**src/rtl/fbdc_pkg.sv**
```systemverilog
// shared types and constants of the batch dispense controller
`timescale 1ns / 1ps
package fbdc_pkg;

  localparam int VOL_W      = 15;
  localparam int UNIT_W     = 16;
  localparam int TICK_W     = 8;
  localparam int FLOW_W     = 20;
  localparam int PHASE_W    = 2;
  localparam int CFG_IDX_W  = 3;
  localparam int CFG_DATA_W = 16;

  // phase codes
  localparam logic [PHASE_W-1:0] PH_STOP  = 2'd0;
  localparam logic [PHASE_W-1:0] PH_READY = 2'd1;
  localparam logic [PHASE_W-1:0] PH_OPEN  = 2'd2;

  // input mode codes
  localparam logic MODE_TICK  = 1'b0;
  localparam logic MODE_PRESS = 1'b1;

  // register indexes
  localparam logic [CFG_IDX_W-1:0] REG_UNIT_SMALL = 3'd0;
  localparam logic [CFG_IDX_W-1:0] REG_UNIT_LARGE = 3'd1;
  localparam logic [CFG_IDX_W-1:0] REG_UNIT_THR   = 3'd2;
  localparam logic [CFG_IDX_W-1:0] REG_TRIM_THR   = 3'd3;
  localparam logic [CFG_IDX_W-1:0] REG_READY_TCK  = 3'd4;
  localparam logic [CFG_IDX_W-1:0] REG_QUAL_TCK   = 3'd5;
  localparam logic [CFG_IDX_W-1:0] REG_GLITCH_TCK = 3'd6;

  // register reset values
  localparam logic [UNIT_W-1:0] RST_UNIT_SMALL = 16'd13455;
  localparam logic [UNIT_W-1:0] RST_UNIT_LARGE = 16'd13312;
  localparam logic [VOL_W-1:0]  RST_UNIT_THR   = 15'd300;
  localparam logic [VOL_W-1:0]  RST_TRIM_THR   = 15'd50;
  localparam logic [TICK_W-1:0] RST_READY_TCK  = 8'd100;
  localparam logic [TICK_W-1:0] RST_QUAL_TCK   = 8'd30;
  localparam logic [TICK_W-1:0] RST_GLITCH_TCK = 8'd3;

  // controller to datapath
  typedef struct packed {
    logic take;
    logic div_step;
    logic tgt_en;
    logic mul_en;
    logic fin_en;
    logic out_load;
  } cmd_t;

  // datapath to controller
  typedef struct packed {
    logic is_stop;
    logic is_open;
    logic div_last;
  } sts_t;

endpackage

```
**src/rtl/flow_batch_dispense_controller_core.sv**
```systemverilog
// top level of the flow-meter batch dispense controller
//
//   channel   direction  handshake              payload
//   in        input      in_valid_i/in_ready_o  mode_i, sensor_level_i, volume_ml_i
//   out       output     out_valid_o/out_ready_i pump_on_o, phase_o, remaining_ml_o,
//                                               flow_count_o, done_res_o
//   cfg       input      cfg_we_i               cfg_idx_i, cfg_wdata_i
//
// one item at a time; a tick while stopped or ready and a stop press go from accept
// straight to output, a tick while open steps through qualify, multiply, remaining and
// target check, and output, and a start press runs the bit-serial divider that forms
// the target count, then sets the target before output
// the output register frees the core: a waiting result stalls only the next result
// reset is asynchronous, active low, and returns the sequencer, batch state and
// settings to their defaults; result and divider registers load before use
`timescale 1ns / 1ps
module flow_batch_dispense_controller_core #(
  parameter int COUNT_WIDTH        = 20,
  parameter int UNIT_FRACTION_BITS = 12
) (
  input  logic                            clk_i,
  input  logic                            rst_ni,
  // configuration writes
  input  logic                            cfg_we_i,
  input  logic [fbdc_pkg::CFG_IDX_W-1:0]  cfg_idx_i,
  input  logic [fbdc_pkg::CFG_DATA_W-1:0] cfg_wdata_i,
  // input items
  input  logic                            in_valid_i,
  output logic                            in_ready_o,
  input  logic                            mode_i,
  input  logic                            sensor_level_i,
  input  logic [fbdc_pkg::VOL_W-1:0]      volume_ml_i,
  // result items
  output logic                            out_valid_o,
  input  logic                            out_ready_i,
  output logic                            pump_on_o,
  output logic [fbdc_pkg::PHASE_W-1:0]    phase_o,
  output logic [fbdc_pkg::VOL_W-1:0]      remaining_ml_o,
  output logic [fbdc_pkg::FLOW_W-1:0]     flow_count_o,
  output logic                            done_res_o
);
  import fbdc_pkg::*;

  cmd_t cmd;
  sts_t sts;

  // sequencer: accept, divide, target, multiply, finish, output
  fbdc_ctrl u_ctrl (
    .clk_i       (clk_i),
    .rst_ni      (rst_ni),
    .in_valid_i  (in_valid_i),
    .in_ready_o  (in_ready_o),
    .mode_i      (mode_i),
    .out_valid_o (out_valid_o),
    .out_ready_i (out_ready_i),
    .sts_i       (sts),
    .cmd_o       (cmd)
  );

  // batch state, qualifier, divider, multiplier and output register
  fbdc_datapath #(
    .COUNT_WIDTH        (COUNT_WIDTH),
    .UNIT_FRACTION_BITS (UNIT_FRACTION_BITS)
  ) u_datapath (
    .clk_i          (clk_i),
    .rst_ni         (rst_ni),
    .cfg_we_i       (cfg_we_i),
    .cfg_idx_i      (cfg_idx_i),
    .cfg_wdata_i    (cfg_wdata_i),
    .mode_i         (mode_i),
    .sensor_level_i (sensor_level_i),
    .volume_ml_i    (volume_ml_i),
    .cmd_i          (cmd),
    .sts_o          (sts),
    .pump_on_o      (pump_on_o),
    .phase_o        (phase_o),
    .remaining_ml_o (remaining_ml_o),
    .flow_count_o   (flow_count_o),
    .done_res_o     (done_res_o)
  );

endmodule

```
**src/rtl/fbdc_ctrl.sv**
```systemverilog
// sequencer of the batch dispense controller
`timescale 1ns / 1ps
module fbdc_ctrl (
  input  logic          clk_i,
  input  logic          rst_ni,
  input  logic          in_valid_i,
  output logic          in_ready_o,
  input  logic          mode_i,
  output logic          out_valid_o,
  input  logic          out_ready_i,
  input  fbdc_pkg::sts_t sts_i,
  output fbdc_pkg::cmd_t cmd_o
);
  import fbdc_pkg::*;

  localparam logic [2:0] ST_IDLE = 3'd0;
  localparam logic [2:0] ST_DIV  = 3'd1;
  localparam logic [2:0] ST_TGT  = 3'd2;
  localparam logic [2:0] ST_MUL  = 3'd3;
  localparam logic [2:0] ST_FIN  = 3'd4;
  localparam logic [2:0] ST_PUT  = 3'd5;

  logic [2:0] state_q, state_d;
  logic       out_valid_q, out_valid_d;

  always_comb begin
    state_d = state_q;
    cmd_o   = '0;
    in_ready_o = 1'b0;
    unique case (state_q)
      ST_IDLE: begin
        in_ready_o = 1'b1;
        if (in_valid_i) begin
          cmd_o.take = 1'b1;
          if (mode_i == MODE_PRESS && sts_i.is_stop) begin
            state_d = ST_DIV;
          end else if (mode_i == MODE_TICK && sts_i.is_open) begin
            state_d = ST_MUL;
          end else begin
            state_d = ST_PUT;
          end
        end
      end
      ST_DIV: begin
        cmd_o.div_step = 1'b1;
        if (sts_i.div_last) begin
          state_d = ST_TGT;
        end
      end
      ST_TGT: begin
        cmd_o.tgt_en = 1'b1;
        state_d = ST_PUT;
      end
      ST_MUL: begin
        cmd_o.mul_en = 1'b1;
        state_d = ST_FIN;
      end
      ST_FIN: begin
        cmd_o.fin_en = 1'b1;
        state_d = ST_PUT;
      end
      ST_PUT: begin
        if (!out_valid_q || out_ready_i) begin
          cmd_o.out_load = 1'b1;
          state_d = ST_IDLE;
        end
      end
      default: begin
        state_d = ST_IDLE;
      end
    endcase
  end

  always_comb begin
    if (cmd_o.out_load) begin
      out_valid_d = 1'b1;
    end else if (out_ready_i) begin
      out_valid_d = 1'b0;
    end else begin
      out_valid_d = out_valid_q;
    end
  end

  always_ff @(posedge clk_i or negedge rst_ni) begin
    if (!rst_ni) begin
      state_q     <= ST_IDLE;
      out_valid_q <= 1'b0;
    end else begin
      state_q     <= state_d;
      out_valid_q <= out_valid_d;
    end
  end

  assign out_valid_o = out_valid_q;

endmodule

```
**src/rtl/fbdc_datapath.sv**
```systemverilog
// registers, divider, multiplier and edge qualifier of the dispense controller
`timescale 1ns / 1ps
module fbdc_datapath #(
  parameter int COUNT_WIDTH        = 20,
  parameter int UNIT_FRACTION_BITS = 12
) (
  input  logic                                clk_i,
  input  logic                                rst_ni,
  input  logic                                cfg_we_i,
  input  logic [fbdc_pkg::CFG_IDX_W-1:0]      cfg_idx_i,
  input  logic [fbdc_pkg::CFG_DATA_W-1:0]     cfg_wdata_i,
  input  logic                                mode_i,
  input  logic                                sensor_level_i,
  input  logic [fbdc_pkg::VOL_W-1:0]          volume_ml_i,
  input  fbdc_pkg::cmd_t                      cmd_i,
  output fbdc_pkg::sts_t                      sts_o,
  output logic                                pump_on_o,
  output logic [fbdc_pkg::PHASE_W-1:0]        phase_o,
  output logic [fbdc_pkg::VOL_W-1:0]          remaining_ml_o,
  output logic [fbdc_pkg::FLOW_W-1:0]         flow_count_o,
  output logic                                done_res_o
);
  import fbdc_pkg::*;

  // dividend (volume << (F+1)) + unit and quotient share one register
  localparam int QW    = VOL_W + UNIT_FRACTION_BITS + 2;
  localparam int CNT_W = $clog2(QW);
  localparam int DR_W  = UNIT_W + 1;
  localparam int QX_W  = QW + COUNT_WIDTH;
  localparam int PW    = COUNT_WIDTH + UNIT_W;
  localparam int DW    = PW - UNIT_FRACTION_BITS;
  localparam int EX_W  = COUNT_WIDTH + FLOW_W;
  localparam logic [COUNT_WIDTH-1:0] COUNT_MAX = {COUNT_WIDTH{1'b1}};

  // configuration
  logic [UNIT_W-1:0] unit_small_q, unit_large_q;
  logic [VOL_W-1:0]  unit_thr_q, trim_thr_q;
  logic [TICK_W-1:0] ready_tck_q, qual_tck_q, glitch_tck_q;

  // batch state
  logic [PHASE_W-1:0]     phase_q, phase_d;
  logic [TICK_W-1:0]      cd_q, cd_d;
  logic [VOL_W-1:0]       tv_q, tv_d;
  logic [COUNT_WIDTH-1:0] tgt_q, tgt_d;
  logic [UNIT_W-1:0]      unit_q, unit_d;
  logic [COUNT_WIDTH-1:0] edge_q, edge_d;
  logic [VOL_W-1:0]       rem_q, rem_d;
  logic                   prev_q, prev_d;
  logic                   qual_q, qual_d;
  logic [TICK_W-1:0]      hr_q, hr_d;
  logic [TICK_W-1:0]      lr_q, lr_d;
  logic                   done_q, done_d;

  // divider and multiplier
  logic [QW-1:0]    n_q, n_d;
  logic [DR_W-1:0]  dr_q, dr_d;
  logic [CNT_W-1:0] cnt_q, cnt_d;
  logic [PW-1:0]    prod_q;

  logic [UNIT_W-1:0]  unit_sel;
  logic [DR_W:0]      r_sh, divisor, r_diff;
  logic [QX_W-1:0]    q_ext;
  logic               q_sat;
  logic [COUNT_WIDTH-1:0] tc;
  logic [DW-1:0]      disp;
  logic [EX_W-1:0]    edge_ext;

  always_ff @(posedge clk_i or negedge rst_ni) begin
    if (!rst_ni) begin
      unit_small_q <= RST_UNIT_SMALL;
      unit_large_q <= RST_UNIT_LARGE;
      unit_thr_q   <= RST_UNIT_THR;
      trim_thr_q   <= RST_TRIM_THR;
      ready_tck_q  <= RST_READY_TCK;
      qual_tck_q   <= RST_QUAL_TCK;
      glitch_tck_q <= RST_GLITCH_TCK;
    end else if (cfg_we_i) begin
      unique case (cfg_idx_i)
        REG_UNIT_SMALL: unit_small_q <= cfg_wdata_i;
        REG_UNIT_LARGE: unit_large_q <= cfg_wdata_i;
        REG_UNIT_THR:   unit_thr_q   <= cfg_wdata_i[VOL_W-1:0];
        REG_TRIM_THR:   trim_thr_q   <= cfg_wdata_i[VOL_W-1:0];
        REG_READY_TCK:  ready_tck_q  <= cfg_wdata_i[TICK_W-1:0];
        REG_QUAL_TCK:   qual_tck_q   <= cfg_wdata_i[TICK_W-1:0];
        REG_GLITCH_TCK: glitch_tck_q <= cfg_wdata_i[TICK_W-1:0];
        default: ;
      endcase
    end
  end

  assign unit_sel = (volume_ml_i <= unit_thr_q) ? unit_small_q : unit_large_q;

  // restoring divide step, divisor is 2 * unit
  assign divisor = {1'b0, unit_q, 1'b0};
  assign r_sh    = {dr_q, n_q[QW-1]};
  assign r_diff  = r_sh - divisor;

  // target count from the quotient: saturate, then trim
  assign q_ext = QX_W'(n_q);
  assign q_sat = (unit_q == '0) || (q_ext[QX_W-1:COUNT_WIDTH] != '0);
  always_comb begin
    tc = q_sat ? COUNT_MAX : q_ext[COUNT_WIDTH-1:0];
    if (tv_q <= trim_thr_q && tc != '0) begin
      tc = tc - 1'b1;
    end
  end

  assign disp = prod_q[PW-1:UNIT_FRACTION_BITS];

  always_comb begin
    phase_d = phase_q;
    cd_d    = cd_q;
    tv_d    = tv_q;
    tgt_d   = tgt_q;
    unit_d  = unit_q;
    edge_d  = edge_q;
    rem_d   = rem_q;
    prev_d  = prev_q;
    qual_d  = qual_q;
    hr_d    = hr_q;
    lr_d    = lr_q;
    done_d  = done_q;
    n_d     = n_q;
    dr_d    = dr_q;
    cnt_d   = cnt_q;

    if (cmd_i.take) begin
      done_d = 1'b0;
      if (mode_i == MODE_PRESS) begin
        if (phase_q == PH_STOP) begin
          unit_d = unit_sel;
          tv_d   = volume_ml_i;
          rem_d  = volume_ml_i;
          cd_d   = ready_tck_q;
          n_d    = (QW'(volume_ml_i) << (UNIT_FRACTION_BITS + 1)) + QW'(unit_sel);
          dr_d   = '0;
          cnt_d  = '0;
        end else begin
          phase_d = PH_STOP;
        end
      end else if (phase_q == PH_READY) begin
        cd_d = cd_q - 1'b1;
        if (cd_d == '0) begin
          phase_d = PH_OPEN;
          edge_d  = '0;
          prev_d  = 1'b0;
          qual_d  = 1'b0;
          hr_d    = '0;
          lr_d    = '0;
        end
      end else if (phase_q == PH_OPEN) begin
        // edge qualifier with glitch discard
        if (sensor_level_i) begin
          if (!prev_q && qual_q && lr_q < glitch_tck_q) begin
            lr_d = '0;
          end
          if (!qual_q) begin
            hr_d = (hr_q != '1) ? hr_q + 1'b1 : hr_q;
            if (hr_d >= qual_tck_q) begin
              hr_d   = '0;
              qual_d = 1'b1;
              edge_d = (edge_q != COUNT_MAX) ? edge_q + 1'b1 : edge_q;
            end
          end
          prev_d = 1'b1;
        end else begin
          if (prev_q && !qual_q && hr_q < glitch_tck_q) begin
            hr_d = '0;
          end
          if (qual_q) begin
            lr_d = (lr_q != '1) ? lr_q + 1'b1 : lr_q;
            if (lr_d >= qual_tck_q) begin
              lr_d   = '0;
              qual_d = 1'b0;
              edge_d = (edge_q != COUNT_MAX) ? edge_q + 1'b1 : edge_q;
            end
          end
          prev_d = 1'b0;
        end
      end
    end

    if (cmd_i.div_step) begin
      if (!r_diff[DR_W]) begin
        dr_d = r_diff[DR_W-1:0];
        n_d  = {n_q[QW-2:0], 1'b1};
      end else begin
        dr_d = r_sh[DR_W-1:0];
        n_d  = {n_q[QW-2:0], 1'b0};
      end
      cnt_d = cnt_q + 1'b1;
    end

    if (cmd_i.tgt_en) begin
      tgt_d   = tc;
      phase_d = PH_READY;
    end

    if (cmd_i.fin_en) begin
      if (disp > DW'(tv_q)) begin
        rem_d = '0;
      end else begin
        rem_d = tv_q - disp[VOL_W-1:0];
      end
      if (edge_q >= tgt_q) begin
        phase_d = PH_STOP;
        rem_d   = '0;
        done_d  = 1'b1;
      end
    end
  end

  always_ff @(posedge clk_i or negedge rst_ni) begin
    if (!rst_ni) begin
      phase_q <= PH_STOP;
      cd_q    <= '0;
      tv_q    <= '0;
      tgt_q   <= '0;
      unit_q  <= '0;
      edge_q  <= '0;
      rem_q   <= '0;
      prev_q  <= 1'b0;
      qual_q  <= 1'b0;
      hr_q    <= '0;
      lr_q    <= '0;
      done_q  <= 1'b0;
    end else begin
      phase_q <= phase_d;
      cd_q    <= cd_d;
      tv_q    <= tv_d;
      tgt_q   <= tgt_d;
      unit_q  <= unit_d;
      edge_q  <= edge_d;
      rem_q   <= rem_d;
      prev_q  <= prev_d;
      qual_q  <= qual_d;
      hr_q    <= hr_d;
      lr_q    <= lr_d;
      done_q  <= done_d;
    end
  end

  always_ff @(posedge clk_i) begin
    n_q   <= n_d;
    dr_q  <= dr_d;
    cnt_q <= cnt_d;
    if (cmd_i.mul_en) begin
      prod_q <= PW'(edge_q) * PW'(unit_q);
    end
  end

  assign edge_ext = EX_W'(edge_q);

  // output register
  always_ff @(posedge clk_i) begin
    if (cmd_i.out_load) begin
      pump_on_o      <= (phase_q == PH_OPEN);
      phase_o        <= phase_q;
      remaining_ml_o <= rem_q;
      flow_count_o   <= edge_ext[FLOW_W-1:0];
      done_res_o     <= done_q;
    end
  end

  assign sts_o.is_stop  = (phase_q == PH_STOP);
  assign sts_o.is_open  = (phase_q == PH_OPEN);
  assign sts_o.div_last = (cnt_q == CNT_W'(QW - 1));

endmodule

```
**config.mk**
```make
export PLATFORM = sky130hd
export DESIGN_NAME = flow_batch_dispense_controller_core
export DESIGN_NICKNAME = d
export VERILOG_FILES = /design/src/rtl/fbdc_pkg.sv /design/src/rtl/flow_batch_dispense_controller_core.sv /design/src/rtl/fbdc_ctrl.sv /design/src/rtl/fbdc_datapath.sv
export SDC_FILE = /design/constraint.sdc
export NUM_CORES = 1
export LEC_CHECK = 0
export BUFFER_PORTS_ARGS = -buffer_cell sky130_fd_sc_hd__buf_2
export CAP_MARGIN = 10
export CORE_ASPECT_RATIO = 0.8
export CORE_MARGIN = 8
export CORE_UTILIZATION = 50
export DETAILED_ROUTE_END_ITERATION = 8
export PLACE_DENSITY = 0.7
export SLEW_MARGIN = 30
export SYNTH_ARGS = -nofsm -noshare
export SYNTH_HDL_FRONTEND = slang
export SYNTH_HIERARCHICAL = 1
export SYNTH_SLANG_ARGS = --single-unit
```
**constraint.sdc**
```tcl
create_clock -name clk_i -period 8.9 [get_ports clk_i]
set_clock_uncertainty 0.05 [all_clocks]
set_input_delay 1.78 -clock clk_i [delete_from_list [all_inputs] [get_ports clk_i]]
set_output_delay 1.78 -clock clk_i [all_outputs]
set_load 0.02 [all_outputs]
```
Word level (Yosys, flattened, before mapping)
Index checks and enable logic that the tools add are counted.

Register bits: 331. Latch bits: 0. Memory bits (writable): 0. Memory bits (read-only): 0. Logic and storage cells: 211. Memories: 0.

Add/subtract/negate cells: 9. Multipliers: 1. Divide/modulo/power cells: 0. $lt $le $gt $ge: 8. Equal/unequal tests: 24. Shift operators: 0. Muxes and demuxes: 89. Bitwise operators: 1. Reductions and logical operators: 49.

Operator list (number): 2-to-1 mux 20 bit (11); 2-to-1 mux 8 bit (18); 2-to-1 mux 29 bit (4); 2-to-1 mux 15 bit (6); 2-to-1 mux 17 bit (5); multiplier 20 x 16 -> 36 bit (1); less-or-equal comparator 15 bit (2); adder 28 x 16 -> 29 bit (1); nonzero test 29 bit (1); 2-to-1 mux 1 bit (26); > comparator 24 x 15 -> 1 bit (1); adder 20 x 1 -> 20 bit, second input constant (1); greater-or-equal comparator 20 bit (1); 2-to-1 mux 5 bit (4); != test 20 bit, second input constant (1); nonzero test 20 bit (1); subtractor 20 x 1 -> 20 bit, second input constant (1); nonzero test 2 bit (9); subtractor 18 x 17 -> 18 bit (1); adder 8 x 1 -> 8 bit, second input constant (2); greater-or-equal comparator 8 bit (2); zero test 16 bit (1); < comparator 8 bit (2); 2-to-1 mux 16 bit (1); other kinds (31) (78).

Depth between registers and ports, before layout
Depth after elaboration: 9. Depth in mapped cells: 26.

By module
The synthesis kept the hierarchy.

By module, submodules not included: fbdc_datapath (instances 1, cells each 2819, area each 27423.8 sq um, seq. area each 8486.9 sq um); fbdc_ctrl (instances 1, cells each 33, area each 286.5 sq um, seq. area each 100.1 sq um).

Least setup slack after synthesis
Ideal clock, no wire load.

Path type: reg2reg. Start point: register u_datapath.edge_q[1]. End point: register u_datapath.prod_q[27] (data pin). Library setup time: 0.265 ns. Data arrival time: 6.364 ns. Data required time: 8.585 ns. Setup slack: 2.221 ns. Cell stages (with the launch flop): 23. Path buffers: 2. Cell sequence: dfrtp_1 clkbuf_1 clkbuf_1 nand2_1 fa_1 fa_1 inv_1 fa_1 fa_1 fa_1 inv_1 fa_1 inv_1 ha_1 a21o_1 a21o_1 a21o_1 nand3_1 o211ai_1 and4_1 a2111oi_0 o21ai_0 xor2_1.

Cells in the longest elaborated chain, start to end: 1.

RTL lines: start, declared (RTL line fbdc_datapath.sv:46) `logic [COUNT_WIDTH-1:0] edge_q, edge_d;`; start signal, assigned (RTL line fbdc_datapath.sv:233) `edge_q <= edge_d;`; multiplier 20 x 16 -> 36 bit (RTL line fbdc_datapath.sv:248) `prod_q <= PW'(edge_q) * PW'(unit_q);`; end signal, assigned (RTL line fbdc_datapath.sv:248); end, declared (RTL line fbdc_datapath.sv:58) `logic [PW-1:0] prod_q;`.

Every way passes these cells. A chain may end at the register's enable or synchronous reset.

Worst setup path in the final report
Start point: register u_datapath.edge_q[9]. End point: register u_datapath.prod_q[27] (data pin).

Same word-level chain as after synthesis.

==> metrics.csv <==
stage,metric,value,unit
critical_path,r2r_cells,21,
pwr,power_per_cell_area,218,nW/um^2
grt,grt_first_pass_wirelength,119000,microns
layout,multi_input_area,17000,sq um
drt,wl_per_cell,20.5,microns
floorplan,die_x,279,microns
critical_path,r2r_end,u_datapath/prod_q[27]$_DFFE_PP_,
place,port_buffers,81,
critical_path,r2r_start,u_datapath/edge_q[9]$_DFFE_PN0P_,
sta,rsz0062_at_grt,false,
clocking,postCtsResizedCells,0,
synthesis,synth_area_leader_cell,fa_1,
synthesis,synthCells,2852,
synthesis,syn_nets,3390,
worst_hold_path,hold_path_depth,0,
clocking,clockRootBuffer,clkbuf_16,
clocking,h-tree-depth,2,
critical_path,ff2ff_setup_slack,1.10,ns
critical_path,required,9.12,ns
sta,slew_violations,0,
sta,period_needed,7.80,ns
floorplan,die_y,227,microns
clocking,postCtsHoldBufs,0,
worst_hold_path,hold_start,u_datapath/rem_q[8]$_DFFE_PN0P_,
sta,hold_viol_final,0,
layout,regArea,8600,sq um
layout,area_growth,8.17,%
clocking,cts_setup_buffers,0,
critical_path,cp_max_fo,24,
sta,finalCritPeriodShare,87.7,%
synthesis,ys_top_cells_by_area,"fa_1 18%, dfrtp_1 16%, edfxtp_1 12%",
clocking,cts_made_buffers,36,
synthesis,post-synth-top-count-cell,inv_1,
sta,fin_tns_setup,0,ns
sta,tightest_slew,1.06,ns
synthesis,ys_seq_elements,319,
sta,maxSlewHeadroom,29.0,%
synthesis,ys_seq_area_share,31.0,%
floorplan,io_pins,82,
drt,ant_nets,0,
floorplan,die_area,63300,sq um
clocking,cts_tree,built,
sta,setup_viol,0,
synthesis,synth_top_area_share,18.2,%
place,hpwlAfterDp,55600,microns
drt,route.vias.total,20654,
sta,fmax,0.128,GHz
critical_path,worst_ep_arrival_time,8.02,ns
place,dp_slack,1.17,ns
synthesis,ys.flop_type,dfrtp_1,
critical_path,critPathLaunchType,flop,
clocking,clk_pin_slew,0.06,ns
synthesis,synth_edf_count,114,
sta,final.setup.worst_slack,1.10,ns
synthesis,syn_area,27700,sq um
synthesis,avgSynthCellArea,9.72,sq um
run,max_cap_viol_count,0,
synthesis,synthDistinctLibCells,77,
clocking,clkLatencyLatePin,0.56,ns
floorplan,initial_core_util,50.4,%
critical_path,criticalPathCategory,reg2reg,
clocking,clk_path_buf_depth,3,
layout,nFillCells,4754,
grt,grt_antenna_before_repair,1,
grt,grt_usage,23.9,%
grt,grt.overflow.total,0,
worst_hold_path,hp-class,reg2reg,
layout,finalNetCount,3408,
layout,drive_gt1_share,10.5,%
drt,drtIter0Drc,1566,
worst_hold_path,min_to,u_datapath/remaining_ml_o[8]$_DFFE_PP_,
place,gp_congestion,0.931,
critical_path,crit_path_end_kind,flop,
pwr,vdd_drop_max,317,uV
drt,drcViolationCount,0,
drt,drt-pass1-iter-count,7,
pwr,p_leak,0.0144,uW
clocking,cts_sinks,319,
floorplan,rows,77,
synthesis,ys_warn_count,6,
run_status,status,"finished, final reports clean",
drt,vias_per_cell,5.66,
floorplan,core-area,55000,sq um
drt,routed_wl,74800,microns
grt,grt_pass1_vias,21639,
synthesis,synth_common_cells,"432 x inv_1, 315 x nand2_1, 252 x fa_1",
synthesis,async_flop_share,64.3,%
grt,grt_max_degree,76,
==> layout by cell type, fill, tap and decap left out, drive strengths merged, types with 32 or more instances in the layout <==
master  instances
xnor2          60
dfrtp         178
o21ai         145
clkbuf         60
fa            252
mux2           83
edfxtp        114
mux2i          43
nand2         316
nand3          67
nor2          133
nand4          32
ha            245
buf           107
a21oi          84
inv           433
nor3           33
and2          149
a21o           58
==> per-stage QoR <==
stage                     util (%)  total power [uW]  hold WS (ns)  area, sq um  instances
after floorplan                  -              4250         0.375        27700       2852
after global placement        52.3              4940         0.386        28800       3581
after detailed placement      52.3              5040         0.379        28800       3581
after CTS                     54.4              6530         0.402        29900       3647
after global routing          54.5              6930         0.411        30000       3648
final                         54.5              6540         0.400        30000       3649
==> layer usage <==
metal	track usage, %	share of wire (%)	vias up
li1	-	-	9413
met1	31.8	43	10302
met2	37.6	45	783
met3	6.84	9.1	154
met4	7.58	2.8	2
met5	0	0.021	-
==> flip-flops by register name, indices dropped and copies added (netlist names), 15 cells and up <==
name / count
u_datapath/dr_q: 17
u_datapath/edge_q: 20
u_datapath/flow_count_o: 20
u_datapath/n_q: 29
u_datapath/prod_q: 24
u_datapath/rem_q: 15
u_datapath/remaining_ml_o: 15
u_datapath/tgt_q: 20
u_datapath/trim_thr_q: 15
u_datapath/tv_q: 15
u_datapath/unit_large_q: 16
u_datapath/unit_q: 16
u_datapath/unit_small_q: 16
u_datapath/unit_thr_q: 15
==> cell type report <==
| cell class | instances | share of cell area (%) |
|---|---|---|
| antenna | 1 | 0.00835 |
| sequential | 319 | 28.7 |
| inverter | 434 | 5.43 |
| tap | 750 | 3.13 |
| multi-input combinational | 1971 | 56.8 |
| timing repair buffer | 108 | 2.08 |
| clock buffer | 59 | 3.68 |
| clock inverter | 7 | 0.163 |
==> worst max-delay path, cell delays in order (launching register included) <==
cell	delay (ns)
dfrtp_1	1.02
nand2_1	0.18
fa_1	0.54
fa_1	0.56
inv_1	0.06
fa_1	0.50
inv_1	0.06
fa_1	0.53
inv_1	0.05
fa_1	0.48
inv_1	0.06
fa_1	0.56
inv_1	0.06
ha_1	0.34
a21oi_1	0.14
o21ai_0	0.14
o21ai_1	0.51
o211ai_1	0.29
and4_1	0.27
a2111oi_0	0.69
o21ai_0	0.24
xor2_1	0.18
==> worst max path at each step <==
| stage | start | to | slack [ns] | cells after the start |
|---|---|---|---|---|
| after CTS | u_datapath/unit_q[1]$_DFFE_PN0P_ | u_datapath/prod_q[27]$_DFFE_PP_ | 1.08 | 21 |
| after global routing | u_datapath/edge_q[10]$_DFFE_PN0P_ | u_datapath/prod_q[27]$_DFFE_PP_ | 0.67 | 21 |
| after floorplan | u_datapath/edge_q[1]$_DFFE_PN0P_ | u_datapath/prod_q[27]$_DFFE_PP_ | 2.22 | 22 |
| final | u_datapath/edge_q[9]$_DFFE_PN0P_ | u_datapath/prod_q[27]$_DFFE_PP_ | 1.10 | 21 |
| after global placement | u_datapath/unit_q[1]$_DFFE_PN0P_ | u_datapath/prod_q[27]$_DFFE_PP_ | 1.24 | 21 |
| after detailed placement | u_datapath/unit_q[1]$_DFFE_PN0P_ | u_datapath/prod_q[27]$_DFFE_PP_ | 1.17 | 21 |
==> where the power goes <==
part	switching (uW)	internal (uW)	total, uW	leakage [uW]
Clock	606	850	1460	0.000562
Sequential	532	2070	2600	0.00363
Combinational	1450	1030	2480	0.0102
Total	2590	3950	6540	0.0144
==> logic make-up (layout without fill, tap and decap cells) <==
kind of cell,count (synthesis),after routing,synth area share (%)
compound gates,399,399,8.87
xor+xnor,90,90,2.87
fa+ha+maj,497,497,29.3
buf+inv,562,608,7.74
flops,319,319,31.0
mux,126,126,4.93
other cells,0,1,0
simple gates,859,859,15.3
Power figures use the tool's default switching activity.
